[config.mk]
export PLATFORM = sky130hd
export DESIGN_NAME = pitch_fall_envelope_top_flat
export DESIGN_NICKNAME = d
export VERILOG_FILES = /design/src/rtl/core/pfe_pkg.sv /design/src/rtl/core/pfe_ifs.sv /design/src/rtl/core/pfe_front.sv /design/src/rtl/core/pfe_queue.sv /design/src/rtl/core/pfe_back.sv /design/src/rtl/core/pitch_fall_envelope_top.sv /design/src/flat_wrapper.sv
export SDC_FILE = /design/constraint.sdc
export NUM_CORES = 2
export LEC_CHECK = 0
export BUFFER_PORTS_ARGS = -buffer_cell sky130_fd_sc_hd__buf_2
export CAP_MARGIN = 0
export CELL_PAD_IN_SITES_DETAIL_PLACEMENT = 0
export CELL_PAD_IN_SITES_GLOBAL_PLACEMENT = 2
export CORE_MARGIN = 2
export CORE_UTILIZATION = 38
export CTS_CLUSTER_SIZE = 20
export DETAILED_ROUTE_END_ITERATION = 10
export GPL_ROUTABILITY_DRIVEN = 1
export PLACE_DENSITY = 0.76
export SYNTH_ARGS = -nofsm -noshare
export SYNTH_HDL_FRONTEND = slang
export SYNTH_HIERARCHICAL = 1
export SYNTH_SLANG_ARGS = --single-unit
[constraint.sdc]
create_clock -name i_clk -period 9.3 [get_ports i_clk]
set_clock_uncertainty 0.15 [all_clocks]
set_input_delay 0.465 -clock i_clk [delete_from_list [all_inputs] [get_ports i_clk]]
set_output_delay 0.465 -clock i_clk [all_outputs]
set_load 0.005 [all_outputs]
[src/rtl/core/pfe_pkg.sv]
`timescale 1ns / 1ps
`default_nettype none
// ----------------------------------------------------------------------------
// pfe_pkg
// Shared widths, register indexes, job and config types and the 2^-x table
// for the pitch-fall envelope.
// ----------------------------------------------------------------------------
package pfe_pkg;

    localparam int FREQ_W          = 24;
    localparam int STEP_W          = 28;
    localparam int HOLD_W          = 20;
    localparam int ACC_W           = 32;
    localparam int ACC_FRAC_BITS   = 28;
    localparam int ACC_INT_W       = ACC_W - ACC_FRAC_BITS;
    localparam logic [ACC_W:0] ACC_MAX = (ACC_W+1)'(64'd8 << ACC_FRAC_BITS);

    localparam int CFG_IDX_W       = 2;
    localparam int CFG_DATA_W      = 28;
    localparam logic [CFG_IDX_W-1:0] REG_OCTAVE_STEP = 2'd0;
    localparam logic [CFG_IDX_W-1:0] REG_HOLD_FRAMES = 2'd1;
    localparam logic [CFG_IDX_W-1:0] REG_FLOOR_FREQ  = 2'd2;

    localparam logic [STEP_W-1:0] OCTAVE_STEP_RST = 28'd3044;
    localparam logic [HOLD_W-1:0] HOLD_FRAMES_RST = 20'd0;
    localparam logic [FREQ_W-1:0] FLOOR_FREQ_RST  = 24'd5120;

    // Fraction table: 2^-(i / 2^FRAC_TABLE_BITS) in Q1.30
    localparam int FRAC_TABLE_BITS = 6;
    localparam int TAB_N           = 1 << FRAC_TABLE_BITS;
    localparam int TAB_SIZE        = TAB_N + 1;
    localparam int Q_BITS          = 30;
    localparam int TAB_W           = Q_BITS + 1;
    localparam int REM_BITS        = ACC_FRAC_BITS - FRAC_TABLE_BITS;
    localparam int PROD1_W         = TAB_W + REM_BITS;
    localparam int PROD2_W         = FREQ_W + TAB_W;
    localparam int SHIFT_W         = 6;

    localparam int QUEUE_DEPTH     = 2;

    typedef logic [63:0] t_root [10];
    // 2^-(2^-k) in Q0.30 for k = 1..10
    localparam t_root ROOT_CONSTS = '{
        64'd759250125,  64'd902905651,  64'd984625594,  64'd1028218693,
        64'd1050733751, 64'd1062175491, 64'd1067942999, 64'd1070838486,
        64'd1072289173, 64'd1073015252
    };

    typedef logic [TAB_W-1:0] t_tab [TAB_SIZE];

    function automatic t_tab build_tab();
        t_tab        tab;
        logic [63:0] v;
        for (int i = 0; i < TAB_SIZE; i++) begin
            if (i == TAB_N) begin
                v = 64'd1 << (Q_BITS - 1);
            end else begin
                v = 64'd1 << Q_BITS;
                for (int p = 0; p < FRAC_TABLE_BITS; p++) begin
                    if (((i >> p) & 1) != 0) begin
                        v = (v * ROOT_CONSTS[FRAC_TABLE_BITS - p - 1]
                             + (64'd1 << (Q_BITS - 1))) >> Q_BITS;
                    end
                end
            end
            tab[i] = v[TAB_W-1:0];
        end
        return tab;
    endfunction

    localparam t_tab FRAC_TAB = build_tab();

    typedef struct packed {
        logic [STEP_W-1:0] octave_step;
        logic [HOLD_W-1:0] hold_frames;
        logic [FREQ_W-1:0] floor_freq;
    } t_cfg_regs;

    // One classified frame handed from front to back
    typedef struct packed {
        logic              holding;
        logic [FREQ_W-1:0] freq;
        logic [ACC_W-1:0]  acc;
    } t_job;

endpackage
`default_nettype wire

[src/rtl/core/pfe_ifs.sv]
`timescale 1ns / 1ps
`default_nettype none
// ----------------------------------------------------------------------------
// pfe interfaces
// Valid/ready channels for input frames, results and register writes.
// ----------------------------------------------------------------------------
interface pfe_in_if;
    logic                      valid;
    logic                      ready;
    logic                      operation;
    logic [pfe_pkg::FREQ_W-1:0] freq_in;
    modport source (output valid, output operation, output freq_in, input ready);
    modport sink   (input valid, input operation, input freq_in, output ready);
endinterface

interface pfe_out_if;
    logic                      valid;
    logic                      ready;
    logic [pfe_pkg::FREQ_W-1:0] freq_out;
    logic                      holding;
    modport source (output valid, output freq_out, output holding, input ready);
    modport sink   (input valid, input freq_out, input holding, output ready);
endinterface

interface pfe_cfg_if;
    logic                          valid;
    logic                          ready;
    logic [pfe_pkg::CFG_IDX_W-1:0]  index;
    logic [pfe_pkg::CFG_DATA_W-1:0] data;
    modport source (output valid, output index, output data, input ready);
    modport sink   (input valid, input index, input data, output ready);
endinterface
`default_nettype wire

[src/rtl/core/pfe_front.sv]
`timescale 1ns / 1ps
`default_nettype none
// ----------------------------------------------------------------------------
// pfe_front
// Accepts frames, keeps hold counter and octave accumulator, classifies each
// frame as restart, hold or fall and queues hold/fall jobs for the back end.
// ----------------------------------------------------------------------------
module pfe_front (
    input  wire                 i_clk,
    input  wire                 i_rst_n,
    pfe_in_if.sink              i_in,
    input  pfe_pkg::t_cfg_regs  i_cfg_regs,
    input  wire                 i_queue_full,
    output logic                o_push,
    output pfe_pkg::t_job       o_job
);
    import pfe_pkg::*;

    logic [HOLD_W-1:0] r_hold_count, n_hold_count;
    logic [ACC_W-1:0]  r_acc, n_acc;
    logic              accept;
    logic [ACC_W:0]    acc_sum;

    assign i_in.ready = !i_queue_full;
    assign accept     = i_in.valid && !i_queue_full;
    assign acc_sum    = {1'b0, r_acc} + (ACC_W+1)'(i_cfg_regs.octave_step);

    always_comb begin
        n_hold_count  = r_hold_count;
        n_acc         = r_acc;
        o_push        = 1'b0;
        o_job.holding = 1'b0;
        o_job.freq    = i_in.freq_in;
        o_job.acc     = r_acc;
        if (accept) begin
            if (i_in.operation) begin
                n_hold_count = '0;
                n_acc        = '0;
            end else if (r_hold_count < i_cfg_regs.hold_frames) begin
                n_hold_count  = r_hold_count + HOLD_W'(1);
                o_push        = 1'b1;
                o_job.holding = 1'b1;
            end else begin
                // clamp at eight octaves
                n_acc     = (acc_sum > ACC_MAX) ? ACC_MAX[ACC_W-1:0] : acc_sum[ACC_W-1:0];
                o_push    = 1'b1;
                o_job.acc = n_acc;
            end
        end
    end

    always_ff @(posedge i_clk) begin
        if (!i_rst_n) begin
            r_hold_count <= '0;
            r_acc        <= '0;
        end else begin
            r_hold_count <= n_hold_count;
            r_acc        <= n_acc;
        end
    end

endmodule
`default_nettype wire

[src/rtl/core/pfe_queue.sv]
`timescale 1ns / 1ps
`default_nettype none
// ----------------------------------------------------------------------------
// pfe_queue
// Small FIFO of jobs between the front and back ends.
// ----------------------------------------------------------------------------
module pfe_queue (
    input  wire             i_clk,
    input  wire             i_rst_n,
    input  wire             i_push,
    input  pfe_pkg::t_job   i_push_job,
    input  wire             i_pop,
    output logic            o_full,
    output logic            o_empty,
    output pfe_pkg::t_job   o_head
);
    import pfe_pkg::*;

    localparam int PTR_W = (QUEUE_DEPTH > 1) ? $clog2(QUEUE_DEPTH) : 1;
    localparam int CNT_W = $clog2(QUEUE_DEPTH + 1);

    t_job             r_mem [QUEUE_DEPTH];
    logic [PTR_W-1:0] r_wr_ptr, n_wr_ptr;
    logic [PTR_W-1:0] r_rd_ptr, n_rd_ptr;
    logic [CNT_W-1:0] r_count, n_count;
    logic             do_push;
    logic             do_pop;

    assign o_full  = (r_count == CNT_W'(QUEUE_DEPTH));
    assign o_empty = (r_count == '0);
    assign o_head  = r_mem[r_rd_ptr];
    assign do_push = i_push && !o_full;
    assign do_pop  = i_pop && !o_empty;

    always_comb begin
        n_wr_ptr = r_wr_ptr;
        n_rd_ptr = r_rd_ptr;
        n_count  = r_count;
        if (do_push) begin
            n_wr_ptr = (r_wr_ptr == PTR_W'(QUEUE_DEPTH - 1)) ? '0 : r_wr_ptr + PTR_W'(1);
        end
        if (do_pop) begin
            n_rd_ptr = (r_rd_ptr == PTR_W'(QUEUE_DEPTH - 1)) ? '0 : r_rd_ptr + PTR_W'(1);
        end
        if (do_push && !do_pop) begin
            n_count = r_count + CNT_W'(1);
        end else if (do_pop && !do_push) begin
            n_count = r_count - CNT_W'(1);
        end
    end

    always_ff @(posedge i_clk) begin
        if (do_push) begin
            r_mem[r_wr_ptr] <= i_push_job;
        end
    end

    always_ff @(posedge i_clk) begin
        if (!i_rst_n) begin
            r_wr_ptr <= '0;
            r_rd_ptr <= '0;
            r_count  <= '0;
        end else begin
            r_wr_ptr <= n_wr_ptr;
            r_rd_ptr <= n_rd_ptr;
            r_count  <= n_count;
        end
    end

endmodule
`default_nettype wire

[src/rtl/core/pfe_back.sv]
`timescale 1ns / 1ps
`default_nettype none
// ----------------------------------------------------------------------------
// pfe_back
// Sequencer that lowers a frequency by 2^-acc (hold jobs skip to output): table
// lookup, interpolation multiply, frequency multiply, rounding shift and floor,
// then an output register toward the result channel.
// ----------------------------------------------------------------------------
module pfe_back (
    input  wire                 i_clk,
    input  wire                 i_rst_n,
    input  pfe_pkg::t_cfg_regs  i_cfg_regs,
    input  wire                 i_queue_empty,
    input  pfe_pkg::t_job       i_head,
    output logic                o_pop,
    pfe_out_if.source           o_out
);
    import pfe_pkg::*;

    localparam logic [2:0] S_IDLE   = 3'd0;
    localparam logic [2:0] S_TAB    = 3'd1;
    localparam logic [2:0] S_MUL1   = 3'd2;
    localparam logic [2:0] S_INTERP = 3'd3;
    localparam logic [2:0] S_MUL2   = 3'd4;
    localparam logic [2:0] S_ROUND  = 3'd5;
    localparam logic [2:0] S_FLOOR  = 3'd6;
    localparam logic [2:0] S_OUT    = 3'd7;

    logic [2:0]                 r_state, n_state;
    logic                       r_holding, n_holding;
    logic [FREQ_W-1:0]          r_freq, n_freq;
    logic [ACC_W-1:0]           r_acc, n_acc;
    logic [TAB_W-1:0]           r_a, n_a;
    logic [TAB_W-1:0]           r_b, n_b;
    logic [REM_BITS-1:0]        r_rem, n_rem;
    logic [ACC_INT_W-1:0]       r_ip, n_ip;
    logic [PROD1_W-1:0]         r_prod1, n_prod1;
    logic [TAB_W-1:0]           r_m, n_m;
    logic [PROD2_W-1:0]         r_prod2, n_prod2;
    logic [FREQ_W-1:0]          r_res, n_res;
    logic                       r_out_valid, n_out_valid;
    logic [FREQ_W-1:0]          r_out_freq, n_out_freq;
    logic                       r_out_hold, n_out_hold;

    logic [FRAC_TABLE_BITS-1:0] idx;
    logic [FRAC_TABLE_BITS:0]   idx_next;
    logic [PROD1_W:0]           interp_sum;
    logic [SHIFT_W-1:0]         shift;
    logic [PROD2_W:0]           round_sum;
    logic                       load_out;

    assign idx        = r_acc[ACC_FRAC_BITS-1 -: FRAC_TABLE_BITS];
    assign idx_next   = {1'b0, idx} + (FRAC_TABLE_BITS+1)'(1);
    assign interp_sum = {1'b0, r_prod1} + ((PROD1_W+1)'(1) << (REM_BITS - 1));
    assign shift      = SHIFT_W'(Q_BITS) + SHIFT_W'(r_ip);
    assign round_sum  = {1'b0, r_prod2} + ((PROD2_W+1)'(1) << (shift - SHIFT_W'(1)));
    assign load_out   = (r_state == S_OUT) && (!r_out_valid || o_out.ready);
    assign o_pop      = (r_state == S_IDLE) && !i_queue_empty;

    assign o_out.valid    = r_out_valid;
    assign o_out.freq_out = r_out_freq;
    assign o_out.holding  = r_out_hold;

    always_comb begin
        n_state     = r_state;
        n_holding   = r_holding;
        n_freq      = r_freq;
        n_acc       = r_acc;
        n_a         = r_a;
        n_b         = r_b;
        n_rem       = r_rem;
        n_ip        = r_ip;
        n_prod1     = r_prod1;
        n_m         = r_m;
        n_prod2     = r_prod2;
        n_res       = r_res;
        n_out_valid = r_out_valid;
        n_out_freq  = r_out_freq;
        n_out_hold  = r_out_hold;

        if (r_out_valid && o_out.ready) begin
            n_out_valid = 1'b0;
        end

        case (r_state)
            S_IDLE: begin
                if (!i_queue_empty) begin
                    n_holding = i_head.holding;
                    n_freq    = i_head.freq;
                    n_acc     = i_head.acc;
                    n_res     = i_head.freq;
                    // hold frames pass straight through, no floor
                    n_state   = i_head.holding ? S_OUT : S_TAB;
                end
            end
            S_TAB: begin
                n_a     = FRAC_TAB[{1'b0, idx}];
                n_b     = FRAC_TAB[idx_next];
                n_rem   = r_acc[REM_BITS-1:0];
                n_ip    = r_acc[ACC_W-1 -: ACC_INT_W];
                n_state = S_MUL1;
            end
            S_MUL1: begin
                n_prod1 = PROD1_W'(r_a - r_b) * PROD1_W'(r_rem);
                n_state = S_INTERP;
            end
            S_INTERP: begin
                n_m     = r_a - TAB_W'(interp_sum >> REM_BITS);
                n_state = S_MUL2;
            end
            S_MUL2: begin
                n_prod2 = PROD2_W'(r_freq) * PROD2_W'(r_m);
                n_state = S_ROUND;
            end
            S_ROUND: begin
                n_res   = FREQ_W'(round_sum >> shift);
                n_state = S_FLOOR;
            end
            S_FLOOR: begin
                if (r_res < i_cfg_regs.floor_freq) begin
                    n_res = i_cfg_regs.floor_freq;
                end
                n_state = S_OUT;
            end
            S_OUT: begin
                if (load_out) begin
                    n_out_valid = 1'b1;
                    n_out_freq  = r_res;
                    n_out_hold  = r_holding;
                    n_state     = S_IDLE;
                end
            end
            default: begin
                n_state = S_IDLE;
            end
        endcase
    end

    always_ff @(posedge i_clk) begin
        r_holding  <= n_holding;
        r_freq     <= n_freq;
        r_acc      <= n_acc;
        r_a        <= n_a;
        r_b        <= n_b;
        r_rem      <= n_rem;
        r_ip       <= n_ip;
        r_prod1    <= n_prod1;
        r_m        <= n_m;
        r_prod2    <= n_prod2;
        r_res      <= n_res;
        r_out_freq <= n_out_freq;
        r_out_hold <= n_out_hold;
    end

    always_ff @(posedge i_clk) begin
        if (!i_rst_n) begin
            r_state     <= S_IDLE;
            r_out_valid <= 1'b0;
        end else begin
            r_state     <= n_state;
            r_out_valid <= n_out_valid;
        end
    end

endmodule
`default_nettype wire

[src/rtl/core/pitch_fall_envelope_top.sv]
`timescale 1ns / 1ps
`default_nettype none
// A falling frame's result goes through the back-end sequencer (lookup, two multiplies,
// interpolate, round, floor, output); a hold frame's goes straight to output. A new job
// is taken only after the last result is loaded into the output register, which waits
// for ready. Restart frames give no result. Two queued jobs let the input run ahead.
// Reset (synchronous, active low) clears hold count, accumulator, queue and output valid
// and loads the register defaults; no clearing pass is needed.
// ----------------------------------------------------------------------------
// pitch_fall_envelope_top
// Exponential pitch-fall envelope: hold, then per-frame octave sweep with
// floor, behind valid/ready channels and a register write channel.
// ----------------------------------------------------------------------------
module pitch_fall_envelope_top (
    input  wire         i_clk,
    input  wire         i_rst_n,
    pfe_in_if.sink      i_in,
    pfe_out_if.source   o_out,
    pfe_cfg_if.sink     i_cfg
);
    import pfe_pkg::*;

    t_cfg_regs r_cfg;
    logic      push;
    logic      pop;
    logic      queue_full;
    logic      queue_empty;
    t_job      push_job;
    t_job      head_job;

    assign i_cfg.ready = 1'b1;

    always_ff @(posedge i_clk) begin
        if (!i_rst_n) begin
            r_cfg.octave_step <= OCTAVE_STEP_RST;
            r_cfg.hold_frames <= HOLD_FRAMES_RST;
            r_cfg.floor_freq  <= FLOOR_FREQ_RST;
        end else if (i_cfg.valid) begin
            case (i_cfg.index)
                REG_OCTAVE_STEP: r_cfg.octave_step <= i_cfg.data[STEP_W-1:0];
                REG_HOLD_FRAMES: r_cfg.hold_frames <= i_cfg.data[HOLD_W-1:0];
                REG_FLOOR_FREQ:  r_cfg.floor_freq  <= i_cfg.data[FREQ_W-1:0];
                default: begin
                end
            endcase
        end
    end

    pfe_front u_front (
        .i_clk        (i_clk),
        .i_rst_n      (i_rst_n),
        .i_in         (i_in),
        .i_cfg_regs   (r_cfg),
        .i_queue_full (queue_full),
        .o_push       (push),
        .o_job        (push_job)
    );

    pfe_queue u_queue (
        .i_clk      (i_clk),
        .i_rst_n    (i_rst_n),
        .i_push     (push),
        .i_push_job (push_job),
        .i_pop      (pop),
        .o_full     (queue_full),
        .o_empty    (queue_empty),
        .o_head     (head_job)
    );

    pfe_back u_back (
        .i_clk         (i_clk),
        .i_rst_n       (i_rst_n),
        .i_cfg_regs    (r_cfg),
        .i_queue_empty (queue_empty),
        .i_head        (head_job),
        .o_pop         (pop),
        .o_out         (o_out)
    );

endmodule
`default_nettype wire
[src/flat_wrapper.sv]
// flat-port wrapper written by rule: the top's interface ports become plain ports
module pitch_fall_envelope_top_flat import pfe_pkg::*;
  (i_clk, i_rst_n, i_in_valid, i_in_operation, i_in_freq_in, i_in_ready, o_out_valid, o_out_freq_out, o_out_holding, o_out_ready, i_cfg_valid, i_cfg_index, i_cfg_data, i_cfg_ready);
  pfe_in_if i_in_i ();
  pfe_out_if o_out_i ();
  pfe_cfg_if i_cfg_i ();
  input  wire i_clk;
  input  wire i_rst_n;
  input wire logic [$bits(i_in_i.valid)-1:0] i_in_valid;
  input wire logic [$bits(i_in_i.operation)-1:0] i_in_operation;
  input wire logic [$bits(i_in_i.freq_in)-1:0] i_in_freq_in;
  output wire logic [$bits(i_in_i.ready)-1:0] i_in_ready;
  output wire logic [$bits(o_out_i.valid)-1:0] o_out_valid;
  output wire logic [$bits(o_out_i.freq_out)-1:0] o_out_freq_out;
  output wire logic [$bits(o_out_i.holding)-1:0] o_out_holding;
  input wire logic [$bits(o_out_i.ready)-1:0] o_out_ready;
  input wire logic [$bits(i_cfg_i.valid)-1:0] i_cfg_valid;
  input wire logic [$bits(i_cfg_i.index)-1:0] i_cfg_index;
  input wire logic [$bits(i_cfg_i.data)-1:0] i_cfg_data;
  output wire logic [$bits(i_cfg_i.ready)-1:0] i_cfg_ready;
  assign i_in_i.valid = i_in_valid;
  assign i_in_i.operation = i_in_operation;
  assign i_in_i.freq_in = i_in_freq_in;
  assign i_in_ready = i_in_i.ready;
  assign o_out_valid = o_out_i.valid;
  assign o_out_freq_out = o_out_i.freq_out;
  assign o_out_holding = o_out_i.holding;
  assign o_out_i.ready = o_out_ready;
  assign i_cfg_i.valid = i_cfg_valid;
  assign i_cfg_i.index = i_cfg_index;
  assign i_cfg_i.data = i_cfg_data;
  assign i_cfg_ready = i_cfg_i.ready;
  pitch_fall_envelope_top u_core (.i_clk(i_clk), .i_rst_n(i_rst_n), .i_in(i_in_i), .o_out(o_out_i), .i_cfg(i_cfg_i));
endmodule
==> results.yml <==
status:
  status: "complete, but fails checks"
  violations: "negative setup slack"
cts:
  htree_levels: 3
  cts_tree: "done"
  clk_latency_ns: 0.68
  path_clk_slew_ns: 0.06
  cts.sinks: 558
  clockBufferDepth: 3
  root_buffer: "clkbuf_16"
  cts_buffers: 69
global_routing:
  antenna_found_initial: 17
  grt_pass1_wl_um: 449000
  grt-ovfl-total: 0
  grt_start_max_net_pins: 79
  grt_pass1_vias: 72700
  grt.total_usage_pct: 25.3
logic_synthesis:
  synthTopCellsByArea: "fa_1 (31%), edfxtp_1 (15%), ha_1 (7.7%)"
  ys.flop_type: "edfxtp_1"
  synth_adder_area_share_pct: 38.8
  async_reset_ff_share_pct: 0
  synth_top_area_cell: "fa_1"
  synth-xor-area-share_pct: 2.15
  synthDistinctLibCells: 116
  synth_edf_count: 425
  yosys_warnings: 6
  ys_ff_latch: 558
  synthCells: 9638
  synthMuxAreaShare_pct: 2.27
  synthSimpleGateAreaFrac_pct: 17.0
  synth_most_common_cell: "inv_1"
  yosysTopAreaCellShare_pct: 31.2
  yosys-top-cells-count: "inv_1 (1535), fa_1 (1342), nand2_1 (1336)"
  syn_area_um2: 86200
  avgSynthCellArea_um2: 8.95
  synth_compound_area_share_pct: 12.1
  synth_top_family_by_area: "adder cells"
  ys_seq_area_share_pct: 17.9
sta:
  finalCriticalPeriod_ns: 9.37
  whs_ns: 0.0494
  maxSlewHeadroom_pct: 9.05
  finalHoldViolations: 0
  slew_violations: 0
  max_freq_mhz: 107
  worstMarginPinSlew_ns: 1.36
  rsz0062_at_grt: "yes"
  layout_setup_ws_ns: -0.0701
  period_share_pct: 101
  setup_viol: 10
drt:
  via_per_inst: 5.46
  ant_nets: 0
  routed_wl_um: 292000
  vias: 70600
  top_layer: "met5"
  wl_per_cell_um: 22.6
  drt-pass1-iter-count: 6
  wl_met2_um: 135000
  met1_length_um: 133000
  routed-wl-met3_um: 17100
  drc: 0
  drt_iter0_drc: 5777
critical_path:
  r2r_start: "u_core/u_back/r_a[1]$_DFFE_PP_"
  reg2reg_to: "u_core/u_back/r_prod1[38]$_DFFE_PP_"
  cp.required_ns: 9.56
  crit_family: "adder cells"
  path_max_fanout: 8
  endpoint_kind: "flip-flop"
  worst-setup-path-type: "reg -> reg"
  r2r_slack_ns: -0.07
  crit_top_cell: "fa_1"
  crit_arrival_ns: 9.63
  startpoint_type: "flip-flop"
  cp_slowest_stage_delay_ns: 0.59
  crit_slowest_cell: "fa_1"
  rr_worst_depth: 37
  path_buf_inv: 9
worst_hold_path:
  min_path_type: "in -> reg"
  hp-start: "i_cfg_data[20]"
  hold_depth: 3
  hold_end: "u_core/r_cfg[20]$_SDFFE_PN0P_"
finish:
  drive_gt1_share_pct: 11.3
  syn2layout_area_growth_pct: 12.5
  layout.nets: 11800
die:
  std_cell_rows: 174
  initial_core_util_pct: 38.3
  coreArea_um2: 225000
  die-area_um2: 231000
  io-pin-count: 88
  die_w_um: 480
  dieHeight_um: 480
placed_design:
  io_buffers: 86
  dp_hpwl_um: 233000
  place_congestion: 0.933
flow_run:
  max_cap_viol_count: 0
[cell families after synthesis]
| family | Yosys count |
|---|---|
| AO/OA/AOI/OAI | 1570 |
| XOR/XNOR | 210 |
| adder cells (fa/ha/maj) | 1872 |
| buffers and inverters | 2173 |
| flip-flops | 558 |
| multiplexers | 169 |
| other | 2 |
| AND/OR/NAND/NOR | 3084 |
[state kept, by name, indices dropped and copies added (netlist names), named ones only]
signal and cells:
u_core/u_queue/r_count 2, u_core/u_back/r_rem 22, u_core/u_back/r_res 24, u_core/u_back/r_prod2 54, u_core/u_front/r_hold_count 20, u_core/u_queue/r_rd_ptr 1, u_core/u_back/r_prod1 32, u_core/u_back/o_out.holding 1
u_core/u_back/r_a 31, u_core/r_cfg 72, u_core/u_back/o_out.valid 1, u_core/u_back/r_b 31, u_core/u_back/r_holding 1, u_core/u_back/r_state 3, u_core/u_back/o_out.freq_out 24, u_core/u_queue/r_wr_ptr 1
u_core/u_front/r_acc 32, u_core/u_back/r_freq 24, u_core/u_back/r_acc 32, u_core/u_back/r_ip 4, u_core/u_back/r_m 31, u_core/u_queue/r_mem 114
[cell type report]
| class | instances | area [um^2] |
|---|---|---|
| Multi-Input combinational cell | 6944 | 63700 |
| Timing Repair Buffer | 751 | 5910 |
| Clock inverter | 37 | 484 |
| Tap cell | 2992 | 3740 |
| Sequential cell | 558 | 15400 |
| Clock buffer | 91 | 1890 |
| Inverter | 1545 | 5800 |
| Antenna cell | 8 | 20.0 |
| Fill cell | 22300 | 128000 |
[worst max-delay path by stage]
stage	start	endpoint	slack, ns	depth (start not counted)
5_1_grt	u_core/u_back/r_b[0]$_SDFFCE_PP0P_	u_core/u_back/r_prod1[41]$_DFFE_PP_	-0.42	38
6_report	u_core/u_back/r_a[1]$_DFFE_PP_	u_core/u_back/r_prod1[38]$_DFFE_PP_	-0.07	37
3_5_place_dp	u_core/u_back/r_a[0]$_DFFE_PP_	u_core/u_back/r_prod1[52]$_DFFE_PP_	-0.79	39
4_1_cts	u_core/u_back/r_a[0]$_DFFE_PP_	u_core/u_back/r_prod1[52]$_DFFE_PP_	-0.22	39
2_1_floorplan	u_core/u_back/r_a[0]$_DFFE_PP_	u_core/u_back/r_prod1[41]$_DFFE_PP_	0.04	37
3_3_place_gp	u_core/u_back/r_a[0]$_DFFE_PP_	u_core/u_back/r_prod1[51]$_DFFE_PP_	-0.72	39
[metal layers]
layer  up-vias  track usage, %
li1      31900               -
met1     36200            36.8
met2      2160            40.3
met3       364            2.91
met4         4            5.85
met5         -               0
[tightest hold or removal path, stage by stage]
cell and delay, ns:
buf_2 0.08, nand2_1 0.14, mux2i_1 0.15
[per-stage QoR]
stage / instances / utilization (%) / area [um^2] / setup TNS [ns] / worst slack (ns)
2_1_floorplan: 9675 / - / 86400 / 0 / 0.0371
3_3_place_gp: 12700 / 41.2 / 92800 / -11.16 / -0.722
3_5_place_dp: 12700 / 41.2 / 92800 / -10.65 / -0.794
4_1_cts: 12900 / 42.8 / 96300 / -2.34 / -0.215
5_1_grt: 12900 / 43.1 / 97000 / -6.38 / -0.424
6_report: 12900 / 43.1 / 97000 / -0.366 / -0.0701
[cell usage in the layout (no fill, tap or decap), types with 82 or more instances in the layout]
master    Yosys  final
edfxtp_1    425    425
a21o_1       93     93
buf_2        33     86
mux2i_1      83     82
and2_1      488    482
a21oi_1     426    412
inv_1      1535   1525
o211ai_1     98     98
nor3_1      123    108
dfxtp_1     133    132
nand3_1     265    262
fa_1       1342   1322
nor2_1      427    413
xnor2_1     132    116
ha_1        530    513
o21ai_0     292    282
buf_4        26    576
nand2_1    1336   1327
[what timing repair did]
item,4_1_cts,5_1_grt
setup buffers,31,24
setup endpoints to repair,27,29
resized for setup,112,105
gates cloned,1,0
hold endpoints to repair,78,0
pin swaps,73,91
hold buffers,41,0
Power is left out: the tool's default activity adds up to more than one toggle a clock period on the data nets, which glitch-free logic cannot reach.
